<file path="config.mk">
export PLATFORM = sky130hd
export DESIGN_NAME = lspm_front
export DESIGN_NICKNAME = d
export VERILOG_FILES = /design/src/hw/rtl/lspm_pkg.sv /design/src/hw/rtl/lspm_front.sv
export VERILOG_INCLUDE_DIRS = /design/src /design/src/hw/rtl
export SDC_FILE = /design/constraint.sdc
export NUM_CORES = 1
export LEC_CHECK = 0
export BUFFER_PORTS_ARGS = -buffer_cell sky130_fd_sc_hd__buf_4
export CAP_MARGIN = 20
export CORE_ASPECT_RATIO = 1.4
export CORE_MARGIN = 1.5
export CORE_UTILIZATION = 40
export CTS_BUF_LIST = sky130_fd_sc_hd__clkbuf_2
export DETAILED_ROUTE_END_ITERATION = 12
export PLACE_DENSITY = 0.7
export SETUP_SLACK_MARGIN = 0.2
export SYNTH_ARGS = -nofsm -noshare
export SYNTH_HDL_FRONTEND = slang
export SYNTH_SLANG_ARGS = --single-unit
</file>
<file path="constraint.sdc">
create_clock -name clk -period 4.8 [get_ports clk]
set_input_delay 0.96 -clock clk [delete_from_list [all_inputs] [get_ports clk]]
set_output_delay 0.96 -clock clk [all_outputs]
set_load 0.01 [all_outputs]
</file>
<file path="src/hw/rtl/assert_macros.svh">
// assertion helpers shared by the monitor rtl
// depends on clk and rst_n in the scope where a macro is used
`ifndef ASSERT_MACROS_SVH
`define ASSERT_MACROS_SVH

// condition holds at every edge out of reset
`define LSPM_ASSERT(label, cond, msg) \
  label: assert property (@(posedge clk) disable iff (!rst_n) (cond)) else $error(msg);

// antecedent implies consequent in the same cycle
`define LSPM_ASSERT_IMPL(label, ante, cons, msg) \
  label: assert property (@(posedge clk) disable iff (!rst_n) (ante) |-> (cons)) else $error(msg);

// antecedent implies consequent in the cycle after
`define LSPM_ASSERT_NEXT(label, ante, cons, msg) \
  label: assert property (@(posedge clk) disable iff (!rst_n) (ante) |=> (cons)) else $error(msg);

`endif

</file>
<file path="src/hw/rtl/lspm_pkg.sv">
// shared types and constants of the latency statistics monitor
// no dependencies; used by every rtl module of the block
package lspm_pkg;

  localparam int FRAC_W    = 14;
  localparam int CFG_IDX_W = 2;
  localparam int Q_DEPTH   = 4;
  localparam int Q_PTR_W   = 2;
  localparam int Q_CNT_W   = 3;
  localparam int DVD_W     = 72;
  localparam int DVS_W     = 48;

  // function codes
  localparam logic [1:0] FUNC_RECORD   = 2'd0;
  localparam logic [1:0] FUNC_SNAPSHOT = 2'd1;
  localparam logic [1:0] FUNC_QUERY    = 2'd2;
  localparam logic [1:0] FUNC_CLEAR    = 2'd3;

  // register indexes
  localparam logic [CFG_IDX_W-1:0] REG_LOW_FRACTION  = 2'd0;
  localparam logic [CFG_IDX_W-1:0] REG_HIGH_FRACTION = 2'd1;

  localparam logic [FRAC_W-1:0] LOW_FRACTION_RST  = 14'd9500;
  localparam logic [FRAC_W-1:0] HIGH_FRACTION_RST = 14'd9900;
  localparam logic [FRAC_W-1:0] FRAC_ONE          = 14'd10000;

  localparam logic [9:0] STATUS_OK_LO = 10'd200;
  localparam logic [9:0] STATUS_OK_HI = 10'd400;

  typedef struct packed {
    logic [1:0]  func;
    logic [9:0]  resp_status;
    logic [31:0] latency_us;
    logic [31:0] sent_bytes;
    logic [31:0] received_bytes;
    logic [13:0] query_fraction;
  } lspm_in_t;

  typedef struct packed {
    logic [47:0] request_count;
    logic [47:0] success_count;
    logic [47:0] failure_count;
    logic [47:0] sent_total;
    logic [47:0] received_total;
    logic [39:0] mean_latency;
    logic [31:0] latency_min;
    logic [31:0] latency_max;
    logic [31:0] low_percentile;
    logic [31:0] high_percentile;
    logic [31:0] query_result;
  } lspm_out_t;

  // classified command between front and back
  typedef struct packed {
    logic [1:0]        func;
    logic              success;
    logic [31:0]       latency;
    logic [31:0]       sent;
    logic [31:0]       received;
    logic [FRAC_W-1:0] fraction;
  } lspm_cmd_t;

  typedef struct packed {
    logic [FRAC_W-1:0] low_fraction;
    logic [FRAC_W-1:0] high_fraction;
  } lspm_cfg_t;

endpackage

</file>
<file path="src/hw/rtl/lspm_front.sv">
// front end: configuration registers, input classification, command queue
// depends on lspm_pkg and assert_macros.svh
`include "assert_macros.svh"
module lspm_front
  import lspm_pkg::*;
(
  input  logic                 clk,
  input  logic                 rst_n,
  input  logic                 in_push,
  output logic                 in_full,
  input  lspm_in_t             in_data,
  input  logic                 cfg_valid,
  output logic                 cfg_ready,
  input  logic [CFG_IDX_W-1:0] cfg_index,
  input  logic [FRAC_W-1:0]    cfg_data,
  output lspm_cfg_t            cfg,
  output logic                 cmd_valid,
  input  logic                 cmd_ready,
  output lspm_cmd_t            cmd
);

  logic [FRAC_W-1:0]  low_frac_r;
  logic [FRAC_W-1:0]  high_frac_r;
  lspm_cmd_t          q_mem_r [Q_DEPTH];
  logic [Q_PTR_W-1:0] wr_ptr_r;
  logic [Q_PTR_W-1:0] rd_ptr_r;
  logic [Q_CNT_W-1:0] count_r;
  logic               push_fire;
  logic               pop_fire;
  lspm_cmd_t          classified;

  // configuration registers, writes always taken
  assign cfg_ready = 1'b1;
  assign cfg.low_fraction  = low_frac_r;
  assign cfg.high_fraction = high_frac_r;

  always_ff @(posedge clk) begin
    if (!rst_n) begin
      low_frac_r  <= LOW_FRACTION_RST;
      high_frac_r <= HIGH_FRACTION_RST;
    end else if (cfg_valid) begin
      if (cfg_index == REG_LOW_FRACTION) low_frac_r <= cfg_data;
      if (cfg_index == REG_HIGH_FRACTION) high_frac_r <= cfg_data;
    end
  end

  // classify status into success or failure
  always_comb begin
    classified.func     = in_data.func;
    classified.success  = (in_data.resp_status >= STATUS_OK_LO) &&
                          (in_data.resp_status < STATUS_OK_HI);
    classified.latency  = in_data.latency_us;
    classified.sent     = in_data.sent_bytes;
    classified.received = in_data.received_bytes;
    classified.fraction = in_data.query_fraction;
  end

  // command queue
  assign in_full   = (count_r == Q_CNT_W'(Q_DEPTH));
  assign push_fire = in_push && !in_full;
  assign cmd_valid = (count_r != '0);
  assign pop_fire  = cmd_valid && cmd_ready;
  assign cmd       = q_mem_r[rd_ptr_r];

  always_ff @(posedge clk) begin
    if (push_fire) q_mem_r[wr_ptr_r] <= classified;
  end

  always_ff @(posedge clk) begin
    if (!rst_n) begin
      wr_ptr_r <= '0;
      rd_ptr_r <= '0;
      count_r  <= '0;
    end else begin
      if (push_fire) wr_ptr_r <= wr_ptr_r + 1'b1;
      if (pop_fire) rd_ptr_r <= rd_ptr_r + 1'b1;
      if (push_fire && !pop_fire) count_r <= count_r + 1'b1;
      else if (!push_fire && pop_fire) count_r <= count_r - 1'b1;
    end
  end

  `LSPM_ASSERT(a_q_bound, count_r <= Q_CNT_W'(Q_DEPTH), "command queue over depth")
  `LSPM_ASSERT_NEXT(a_q_grow, push_fire && !pop_fire, count_r == $past(count_r) + 1'b1, "queue count lost a transfer")

endmodule

</file>
# --- Word level (Yosys, flattened, before mapping) ---
# Memories as Yosys holds them, arrays and structs flattened. A register that Yosys moved wholly into a read port is not among the register bits.
# Cells that the tools add are included.
totals:
  inputBits: 143
  out_inout_bits: 144
  word_cells: 33
  n_memories: 1
  ram_bits: 452
  reg_bits: 35
memory_table:
  columns: ["memory", "words", "width", "read_ports", "rd_clocked_by_memory_dff", "write_ports", "line_no", "source"]
  rows:
  - ["q_mem_r", 4, 113, 1, 1, 1, "lspm_front.sv:24", "lspm_cmd_t q_mem_r [Q_DEPTH];"]
classes:
  reduce_logical: 13
  magnitude_cmp: 2
  muxes: 6
  eq_ne: 2
  n_addsub: 4
ops:
  columns: ["op", "count"]
  rows:
  - ["$ge 10x8->1 const B", 1]
  - ["$lt 10x9->1 const B", 1]
  - ["$mux 3", 2]
  - ["$logic_and 1x1->1", 5]
  - ["$add 2x1->2 const B", 2]
  - ["$mux 2", 2]
  - ["$reduce_and 2->1", 2]
  - ["$add 3x1->3 const B", 1]
  - ["$eq 3x3->1 const B", 1]
  - ["$logic_not 1->1", 3]
  - ["$reduce_bool 3->1", 1]
  - ["$sub 3x1->3 const B", 1]
  - ["$eq 2x1->1 const B", 1]
  - ["$logic_not 2->1", 1]
  - ["$mux 1", 2]
  - ["$reduce_bool 2->1", 1]

# --- Longest topological paths before layout ---
# Gate-level depths: netlist (run 1).
logic_depth:
  ltp_word: 7
  depth_mapped: 9
  depth_no_buf: 8

# --- Worst setup path before layout (run 1) ---
# No wires, ideal clock.
synth_path:
  path_kind: "input to register"
  from: "in in_push"
  to: "mem q_mem_r[2][0] (netlist name), enable pin"
  path_slack_ns: 0.364
  arrival_time_ns: 3.951
  path_stages: 3
  setup_ns: 0.485
  cell_sequence: "nor2b_1 clkbuf_1 and2_1"
synth_via:
  elab_chain_cells: 3
synth_rtl:
  columns: ["element", "line_no", "source"]
  rows:
  - ["from (decl)", "lspm_front.sv:9", "input logic in_push,"]
  - ["$logic_and 1x1->1", "lspm_front.sv:60", "assign push_fire = in_push && !in_full;"]
  - ["net push_fire", "lspm_front.sv:28", "logic push_fire;"]
  - ["$mux 1", "lspm_front.sv:66", "if (push_fire) q_mem_r[wr_ptr_r] <= classified;"]
  - ["$mux 1 (implied by the code)", "lspm_front.sv:66", null]
  - ["to (decl)", "lspm_front.sv:24", null]
# The timed path passes the listed nets, and every way through them passes these cells.

==> summary.md, run 1 <==
| Metric | Value |
|---|---|
| Sequential cell fraction of total power | `49.7%` |
| Commonest cells in the netlist | `edfxtp_1 (452), mux4_2 (113), nand2_1 (60), dfxtp_1 (37), buf_2 (15)` |
| DRC errors left | `0` |
| H-tree depth | `3` |
| Worst path slowest cell | `dfxtp_4` |
| CTS Buf Count | `113` |
| Largest net degree at the start of global routing | `98` |
| Number of port buffers | `282` |
| Max Clk Rate | `250.2 MHz` |
| Finished Layout Cells | `1854` |
| WL/cell | `19.80 um` |
| Proportion of synthesized area in mux cells | `14.41%` |
| CP max stage delay | `840 ps` |
| Synth warn | `0` |
| P&R area growth vs syn | `24.68%` |
| Crit-path cells | `buf_4 -> mux4_2 -> buf_4` |
| Worst setup EP type | `output port` |
| PostCTS Resize Cnt | `0` |
| Gr ovfl total | `0` |
| Leakage power | `7.849 nW` |
| Routability-driven placement congestion ratio | `0.7287` |
| Placed cell areas | `20610 um2` |
| Most frequent CP cell | `buf_4` |
| Min-Delay Path Class | `in2reg` |
| Via Count | `9203` |
| Relative max-transition margin | `42.48%` |
| Setup Skew | `37.02 ps` |
| Most common cell in the synthesized netlist | `edfxtp_1` |
| Clk pin slew, worst setup/hold paths | `110 ps` |
| Layout fillers | `3600` |
| Sequential cell area | `14320 um2` |
| Slew Viols, Final | `0` |
| Vias in the first global route | `10050` |
| Synth area leaders | `edfxtp_1 (76%), mux4_2 (14%), dfxtp_1 (4.1%)` |
| Layout cell share with drive strength beyond 1 | `45.32%` |
| GRT Util Overall | `16.11%` |
| Status | `finished clean` |
| Synth Instances | `770` |
| Synth Register Bits | `489` |
| Starting density of the core | `40.55%` |
| Die H | `253.1 um` |
| PD cells | `480.0 nW/um2` |
| 1st-pass router iterations | `4` |
| I/O pins | `287` |
| Register area share after synthesis | `80.11%` |
| Clk network pwr share | `24.4%` |
| Initial antenna violation count | `5` |
| CTS tree | `yes` |
| ANT nets after route | `0` |
| Crit path arrival time | `3040 ps` |
| Syn Area/Cell | `23.20 um2` |
| Peak supply drop | `249.6 uV` |
| Critical Path Fanout Max | `35` |
| Adder-cell share of the synthesized area | `0.4622%` |
| Final hold violation count | `0` |
| Reg2Reg Depth | `4` |
| DIE AREA | `45960 um2` |
| Dpl hpwl | `21700 um` |
| Number of synthesized flops with an enable pin | `452` |
| First-pass GRT wire length | `55490 um` |
| Max-Cap Viols | `0` |
| Distinct cells, synth | `33` |
| # rows | `91` |
| Post-synth ARST share | `0%` |
| CP required | `3840 ps` |
| Setup CP Type | `reg2out` |
| Multi-input gate area | `3286 um2` |
| HP Start | `in_data[18]` |
| Comb power frac | `25.9%` |
| Drt total wl | `36700 um` |
| Simple-Gate Fraction of Synth Area | `2.360%` |
| Post-synthesis compound-gate area fraction | `0.8824%` |
| Worst Setup Start Kind | `flip-flop` |
| Top_reg_cell synth | `edfxtp_1` |
| Clk Tree Root Cell | `clkbuf_2` |
| Setup TNS | `0 ps` |
| Net Sw Power | `3.019 mW` |
| DRT iter0 DRCs | `413` |
| Placed cells | `1585` |
| Critical R2R Launch | `count_r[0]` |
| Fin nets | `1351` |
| RSZ-0062 raised after global routing | `no` |
| Clock sinks | `489` |
| Hold path depth | `1` |
| Longest Clk Path Bufs | `3` |
| Cell area after synthesis | `17870 um2` |
| Vias per inst | `4.964` |
| P_int | `7.672 mW` |
| Die width | `181.6 um` |
| Syn_nets | `919` |
| Sw Ratio | `28.24%` |
| Setup violators final | `0` |
| Top-area cell type share of the netlist area | `75.97%` |
| Slew @ Worst Pin | `859.0 ps` |
| Synth area leader | `edfxtp_1` |
| Largest family of logic cells by synthesized area | `multiplexers` |
| Skew-Pair Late Insertion Delay | `990 ps` |
| Min cycle time layout | `3997 ps` |
| Synth Area in XOR/XNOR | `0.1961%` |
| Cell area after layout | `22280 um2` |
| Core area | `44060 um2` |
| Crit share post-route | `83.26%` |
==> power groups by stage <==
stage                     clock (mW)  sequential (mW)  combinational (mW)
after floorplan                    0             5.33                1.69
final                           2.61             5.31                2.77
after global routing            2.92             5.36                2.97
after CTS                       2.74             5.33                2.84
after global placement             0             5.39                2.77
after detailed placement           0             5.43                2.79
==> critical path, delay by kind of cell (launching register included) <==
family	cells	cell delay (ps)
muxes	1	590
buffers and inverters	2	620
DFF	1	840
==> routing by layer <==
metal	part of all wire (%)	up-vias	track usage, %
met2	53	328	28.78
met3	6.8	71	5.048
met4	2.2	4	6.595
met5	0.038	-	0
li1	-	4126	-
met1	38	4674	17.73
==> cell type report <==
class	instances	share of cell area (%)
Sequential cell	489	64.29
Clock inverter	46	1.174
Multi-Input combinational cell	240	14.75
Tap cell	558	3.134
Antenna cell	3	0.03370
Timing Repair Buffer	355	12.97
Inverter	3	0.05055
Clock buffer	160	3.595
==> cells by family (layout without fill, tap and decap cells) <==
family                   count (synthesis)  after routing
flip-flops                             489            489
multiplexers                           116            116
AND/OR/NAND/NOR                         92             92
buffers and inverters                   41            564
AO/OA/AOI/OAI                           21             21
adder cells (fa/ha/maj)                  6              6
XOR/XNOR                                 4              4
other                                    1              4
==> flip-flops by register name, summed over array words and instances (netlist names), named ones only <==
| name | count |
|---|---|
| q_mem_r | 452 |
| high_frac_r | 14 |
| low_frac_r | 14 |
| count_r | 3 |
| rd_ptr_r | 2 |
| wr_ptr_r | 2 |
==> per-stage QoR <==
step | worst slack [ps] | hold WS, ps | total power, mW | util (%)
2_1_floorplan | 364.4 | 467.7 | 7.019 | -
3_3_place_gp | 1667 | 443.3 | 8.165 | 46.76
3_5_place_dp | 1692 | 449.4 | 8.217 | 46.76
4_1_cts | 505.0 | 1.448 | 10.91 | 50.54
5_1_grt | 470.7 | 12.99 | 11.26 | 50.56
6_report | 803.4 | 191.6 | 10.69 | 50.56
==> path summary, 6_finish.rpt <==
check,to,slack [ps]
min,q_mem_r[1][18],190
max,cmd[2],800
min reg2reg,low_frac_r[1],470
max reg2reg,q_mem_r[2][79],2200
==> placed cells by master (no fill, tap or decap), types with 2 or more instances in the layout <==
cell             n
dfxtp_4          2
a21boi_1         4
and2_1           4
buf_4          289
edfxtp_1       452
inv_2            3
inv_1            3
mux4_2         113
a21boi_0        12
xnor2_1          3
nand3_1         13
diode_2          3
nand2_1         60
or3_1            3
nor2b_1          2
ha_1             5
mux2i_1          3
and2_4           4
buf_12           6
dfxtp_1         35
bufinv_16        3
clkbuf_2       160
clkinv_1        35
dlygate4sd3_1   60
clkinv_2         4
==> what timing repair did <==
action	in CTS	in global routing
buffers inserted	0	0
hold buffers	60	0
endpoints found under the hold margin	212	0
Power figures use the tool's default switching activity.
==> inputs of run 2 (changes only) <==
clock period = 4.1 ns   (was 4.8 ns; I/O delays follow)
==> summary.md, run 2 (synthesized netlist as in run 1, its figures left out) <==
| Metric | Value |
|---|---|
| Worst path slowest cell | `mux4_2` |
| Routability-driven placement congestion ratio | `0.7001` |
| Slew Viols, Final | `0` |
| Worst Setup Start Kind | `flip-flop` |
| Via Count | `9427` |
| WL/cell | `19.59 um` |
| Relative max-transition margin | `35.41%` |
| Comb power frac | `26.7%` |
| Clk pin slew, worst setup/hold paths | `120 ps` |
| P&R area growth vs syn | `28.98%` |
| Most flop-heavy register | `q_mem_r` |
| Crit path arrival time | `2730 ps` |
| Starting density of the core | `40.55%` |
| Clock sinks | `489` |
| CTS tree | `yes` |
| Peak supply drop | `276.1 uV` |
| Cell area after layout | `23050 um2` |
| Pwr Total | `12.65 mW` |
| Min-Delay Path Class | `in2reg` |
| Sequential cell fraction of total power | `48.6%` |
| Max Clk Rate | `281.8 MHz` |
| Layout cell share with drive strength beyond 1 | `42.79%` |
| Crit-path cells | `buf_12 -> mux4_2 -> buf_4` |
| CP max stage delay | `610 ps` |
| Gr ovfl total | `0` |
| I/O pins | `287` |
| Commonest non-fill, non-tap cell in the layout | `edfxtp_1` |
| Registers with the most flip-flops | `q_mem_r x452, high_frac_r x14, low_frac_r x14` |
| Vias in the first global route | `10690` |
| Clk Tree Root Cell | `clkbuf_2` |
| Status | `finished clean` |
| Delay-heaviest family, CP | `buffers and inverters` |
| Worst setup EP type | `output port` |
| Fin nets | `1424` |
| Net Sw Power | `3.556 mW` |
| Global routing usage on met1 | `17.65%` |
| ANT nets after route | `0` |
| Global-route layer with the greatest usage | `met2` |
| Die width | `181.6 um` |
| Max-Cap Viols | `0` |
| Placed cells | `1580` |
| CTS Buf Count | `112` |
| Drt total wl | `37610 um` |
| CP required | `3280 ps` |
| Number of port buffers | `282` |
| Min cycle time layout | `3549 ps` |
| Clk network pwr share | `24.7%` |
| Setup violators final | `0` |
| Setup Skew | `36.75 ps` |
| Most frequent cells in the layout | `edfxtp_1 (452), buf_4 (283), clkbuf_2 (161)` |
| Slew @ Worst Pin | `964.6 ps` |
| Vias per inst | `4.910` |
| Final hold violation count | `0` |
| Sw Ratio | `28.12%` |
| # rows | `91` |
| Largest net degree at the start of global routing | `114` |
| GRT Util Overall | `16.66%` |
| Skew-Pair Late Insertion Delay | `1040 ps` |
| Dpl hpwl | `20110 um` |
| Initial antenna violation count | `4` |
| Finished Layout Cells | `1920` |
| Critical Path Fanout Max | `71` |
| PostCTS Resize Cnt | `0` |
| 1st-pass router iterations | `5` |
| Buffer and inverter count on the worst path | `2` |
| First-pass GRT wire length | `57300 um` |
| H-tree depth | `3` |
| DRC errors left | `0` |
| Placed cell areas | `20580 um2` |
| Met2 usage | `29.82%` |
| Longest Clk Path Bufs | `3` |
| DRT iter0 DRCs | `420` |
| RSZ-0062 raised after global routing | `no` |
| P_int | `9.090 mW` |
| Die H | `253.1 um` |
| DIE AREA | `45960 um2` |
| Met3 Use GR | `5.365%` |
| Setup CP Type | `reg2out` |
| Leakage power | `8.141 nW` |
| Core area | `44060 um2` |
| Crit share post-route | `86.56%` |
| PD cells | `548.7 nW/um2` |
| Max reg flops | `452` |
| Post-route core utilization | `52.30%` |
| Setup TNS | `0 ps` |
## run 2: changes by cell type in the layout (fill, tap and decap cells not counted), sizes merged
| cell | delta |
|---|---|
| bufinv | +1 |
| clkbuf | +1 |
| buf | -4 |
| dlygate4sd3 | +78 |
| inv | -1 |
| diode | -1 |
| clkinv | -8 |
## run 2: repair_timing
item | 4_1_cts | 5_1_grt
setup buffers | 1 | 0
hold buffers | 138 | 0
endpoints found under the setup margin | 48 | 0
hold endpoints to repair | 480 | 0
## run 2: path summary, 6_finish.rpt
| check | from | to | slack [ps] | cells past startpoint |
|---|---|---|---|---|
| worst max-delay path | flip-flop | cmd[19] | 550 | 3 |
| worst min-delay path | cmd_ready | flip-flop | 240 | 4 |
| worst max register to register | count_r[0] | count_r[2] | 1600 | 8 |
| worst min register to register | low_frac_r[12] | low_frac_r[12] | 460 | 2 |
## run 2: power groups by stage
stage	Clock, mW	Sequential (mW)	Combinational, mW
after floorplan	0	6.21	1.98
after global placement	0	6.24	3.31
after detailed placement	0	6.28	3.32
after CTS	3.27	6.15	3.47
after global routing	3.49	6.19	3.62
final	3.12	6.14	3.38
## run 2: tightest hold or removal path, cell delays in order
cell and delay (ps):
buf_4 110, o31ai_1 90, xnor2_1 80, and2_1 150
## run 2: per-layer routing
metal / vias to the layer above / share of wire (%)
met5: - / 0.074
met4: 6 / 2.6
met3: 60 / 6.8
met2: 326 / 53
met1: 4761 / 37
li1: 4274 / -
## run 2: layout make-up
type / count / area, um2
fill: 3506 / 21020
clock buffer: 161 / 805.8
multi-input combinational: 240 / 3286
sequential: 489 / 14320
tap: 558 / 698.2
clock inverter: 38 / 252.7
timing repair buffer: 429 / 3666
inverter: 3 / 11.26
antenna: 2 / 5.005
## run 2: through the flow
| step | hold slack (ps) | setup slack [ps] |
|---|---|---|
| after global routing | 121.0 | 303.5 |
| after detailed placement | 449.3 | 1269 |
| after CTS | 20.46 | 275.5 |
| final | 237.2 | 550.9 |
| after floorplan | 467.7 | 1053 |
| after global placement | 442.2 | 1315 |
==> inputs of run 3 (changes only) <==
PLACE_DENSITY = 0.72   (was 0.7)
clock period = 2.9 ns   (was 4.1 ns; I/O delays follow)
==> summary.md, run 3 (synthesized netlist as in run 1, its figures left out) <==
| Metric | Value |
|---|---|
| Status | `complete, but fails checks` |
| Failing checks | `negative setup slack` |
| Max-Cap Viols | `0` |
| Starting density of the core | `40.55%` |
| Final hold violation count | `0` |
| Slew Viols, Final | `0` |
| Drt total wl | `40230 um` |
| Critical Path Fanout Max | `9` |
| Slew @ Worst Pin | `618.5 ps` |
| Setup violators final | `113` |
| Clk pin slew, worst setup/hold paths | `120 ps` |
| Min-Delay Path Class | `in2reg` |
| Setup Skew | `77.83 ps` |
| WL/cell | `20.79 um` |
| Number of port buffers | `282` |
| Setup CP Type | `reg2out` |
| Vias per inst | `5.027` |
| Die H | `253.1 um` |
| Core area | `44060 um2` |
| Most frequent cells in the layout | `edfxtp_1 (452), buf_4 (180), clkbuf_2 (159)` |
| # rows | `91` |
| Largest net degree at the start of global routing | `62` |
| Worst Setup Start Kind | `flip-flop` |
| CTS Buf Count | `109` |
| RSZ-0062 raised after global routing | `yes` |
| Max reg flops | `452` |
| I/O pins | `287` |
| Initial antenna violation count | `4` |
| Die width | `181.6 um` |
| Routability-driven placement congestion ratio | `0.7336` |
| Clk Tree Root Cell | `clkbuf_2` |
| Crit share post-route | `104.4%` |
| CTS tree | `yes` |
| First-pass GRT wire length | `60380 um` |
| H-tree depth | `3` |
| Worst setup EP type | `output port` |
| Longest Clk Path Bufs | `3` |
| Commonest non-fill, non-tap cell in the layout | `edfxtp_1` |
| 1st-pass router iterations | `5` |
| Most flop-heavy register | `q_mem_r` |
| DRT iter0 DRCs | `511` |
| CP required | `2320 ps` |
| Dpl hpwl | `21870 um` |
| ANT nets after route | `0` |
| Fin nets | `1445` |
| DRC errors left | `0` |
| Vias in the first global route | `10930` |
| Relative max-transition margin | `58.64%` |
| Layout fillers | `3310` |
| Min cycle time layout | `3027 ps` |
| Clock sinks | `489` |
| PD cells | `792.1 nW/um2` |
| Via Count | `9728` |
| Leakage power | `8.465 nW` |
| Gr ovfl total | `0` |
| Layout cell share with drive strength beyond 1 | `43.64%` |
| Crit path arrival time | `2450 ps` |
| Hold slack | `161.4 ps` |
| Max Clk Rate | `330.3 MHz` |
| Peak supply drop | `360.1 uV` |
| Skew-Pair Late Insertion Delay | `1050 ps` |
| DIE AREA | `45960 um2` |
| Fin worst setup slack | `-127.2 ps` |
| Pwr Total | `18.92 mW` |
| P&R area growth vs syn | `33.73%` |
| GRT Util Overall | `17.56%` |
| Registers with the most flip-flops | `q_mem_r x452, high_frac_r x14, low_frac_r x14` |
==> run 3: changes by cell type in the layout (fill, tap and decap cells not counted), sizes merged <==
cell         delta
clkbuf          +3
clkinv          -4
inv             -1
dlygate4sd3     +2
bufinv          -2
buf            +17
==> run 3: what timing repair did <==
| item | in CTS | in global routing |
|---|---|---|
| setup endpoints to repair | 113 | 114 |
| gates cloned | 4 | 5 |
| endpoints found under the hold margin | 489 | 0 |
| hold buffers | 140 | 0 |
| buffers inserted | 6 | 0 |
| gates resized for setup | 109 | 18 |
==> run 3: per-stage QoR <==
stage	area (um2)	utilization [%]	TNS, ps	cells	setup WS [ps]
after CTS	23690	53.76	-25420	1928	-262.4
final	23890	54.22	-10410	1935	-127.2
after global placement	20700	46.99	0	1588	629.7
after global routing	23890	54.22	-31480	1934	-315.4
after detailed placement	20700	46.99	0	1588	625.3
after floorplan	17870	-	0	770	93.33
==> run 3: layout make-up <==
class / instances / area (um2) / share of cell area (%)
timing repair buffer: 453 / 4589 / 19.21
multi-input combinational: 240 / 3291 / 13.77
antenna: 2 / 5.005 / 0.02095
inverter: 3 / 11.26 / 0.04713
clock buffer: 159 / 795.8 / 3.331
clock inverter: 31 / 181.4 / 0.7593
sequential: 489 / 14320 / 59.94
tap: 558 / 698.2 / 2.922
==> run 3: metal layers <==
layer	track usage [%]	wire length (um)
met1	19.13	14950
met5	0	24
met3	5.264	2610
met4	6.524	689
met2	32.10	21960
==> run 3: worst max-delay path, cell delays in order (launching register included) <==
cell and delay (ps):
dfxtp_4 390, buf_12 170, buf_16 180, mux4_2 550, buf_6 150
==> run 3: path summary, 6_finish.rpt <==
kind | slack (ps) | cells past startpoint | to | start
setup reg to reg | 770 | 7 | count_r[2] | count_r[0]
setup / recovery | -130 | 4 | cmd[100] | flip-flop
hold reg to reg | 480 | 2 | low_frac_r[1] | low_frac_r[1]
hold / removal | 160 | 4 | wr_ptr_r[0] | in_push
==> run 3: power breakdown <==
part / internal, mW / leakage (nW) / switching, mW
Sequential: 8.47 / 4.45 / 0.196
Combinational: 3.46 / 3.27 / 2.60
Clock: 1.64 / 0.747 / 2.55
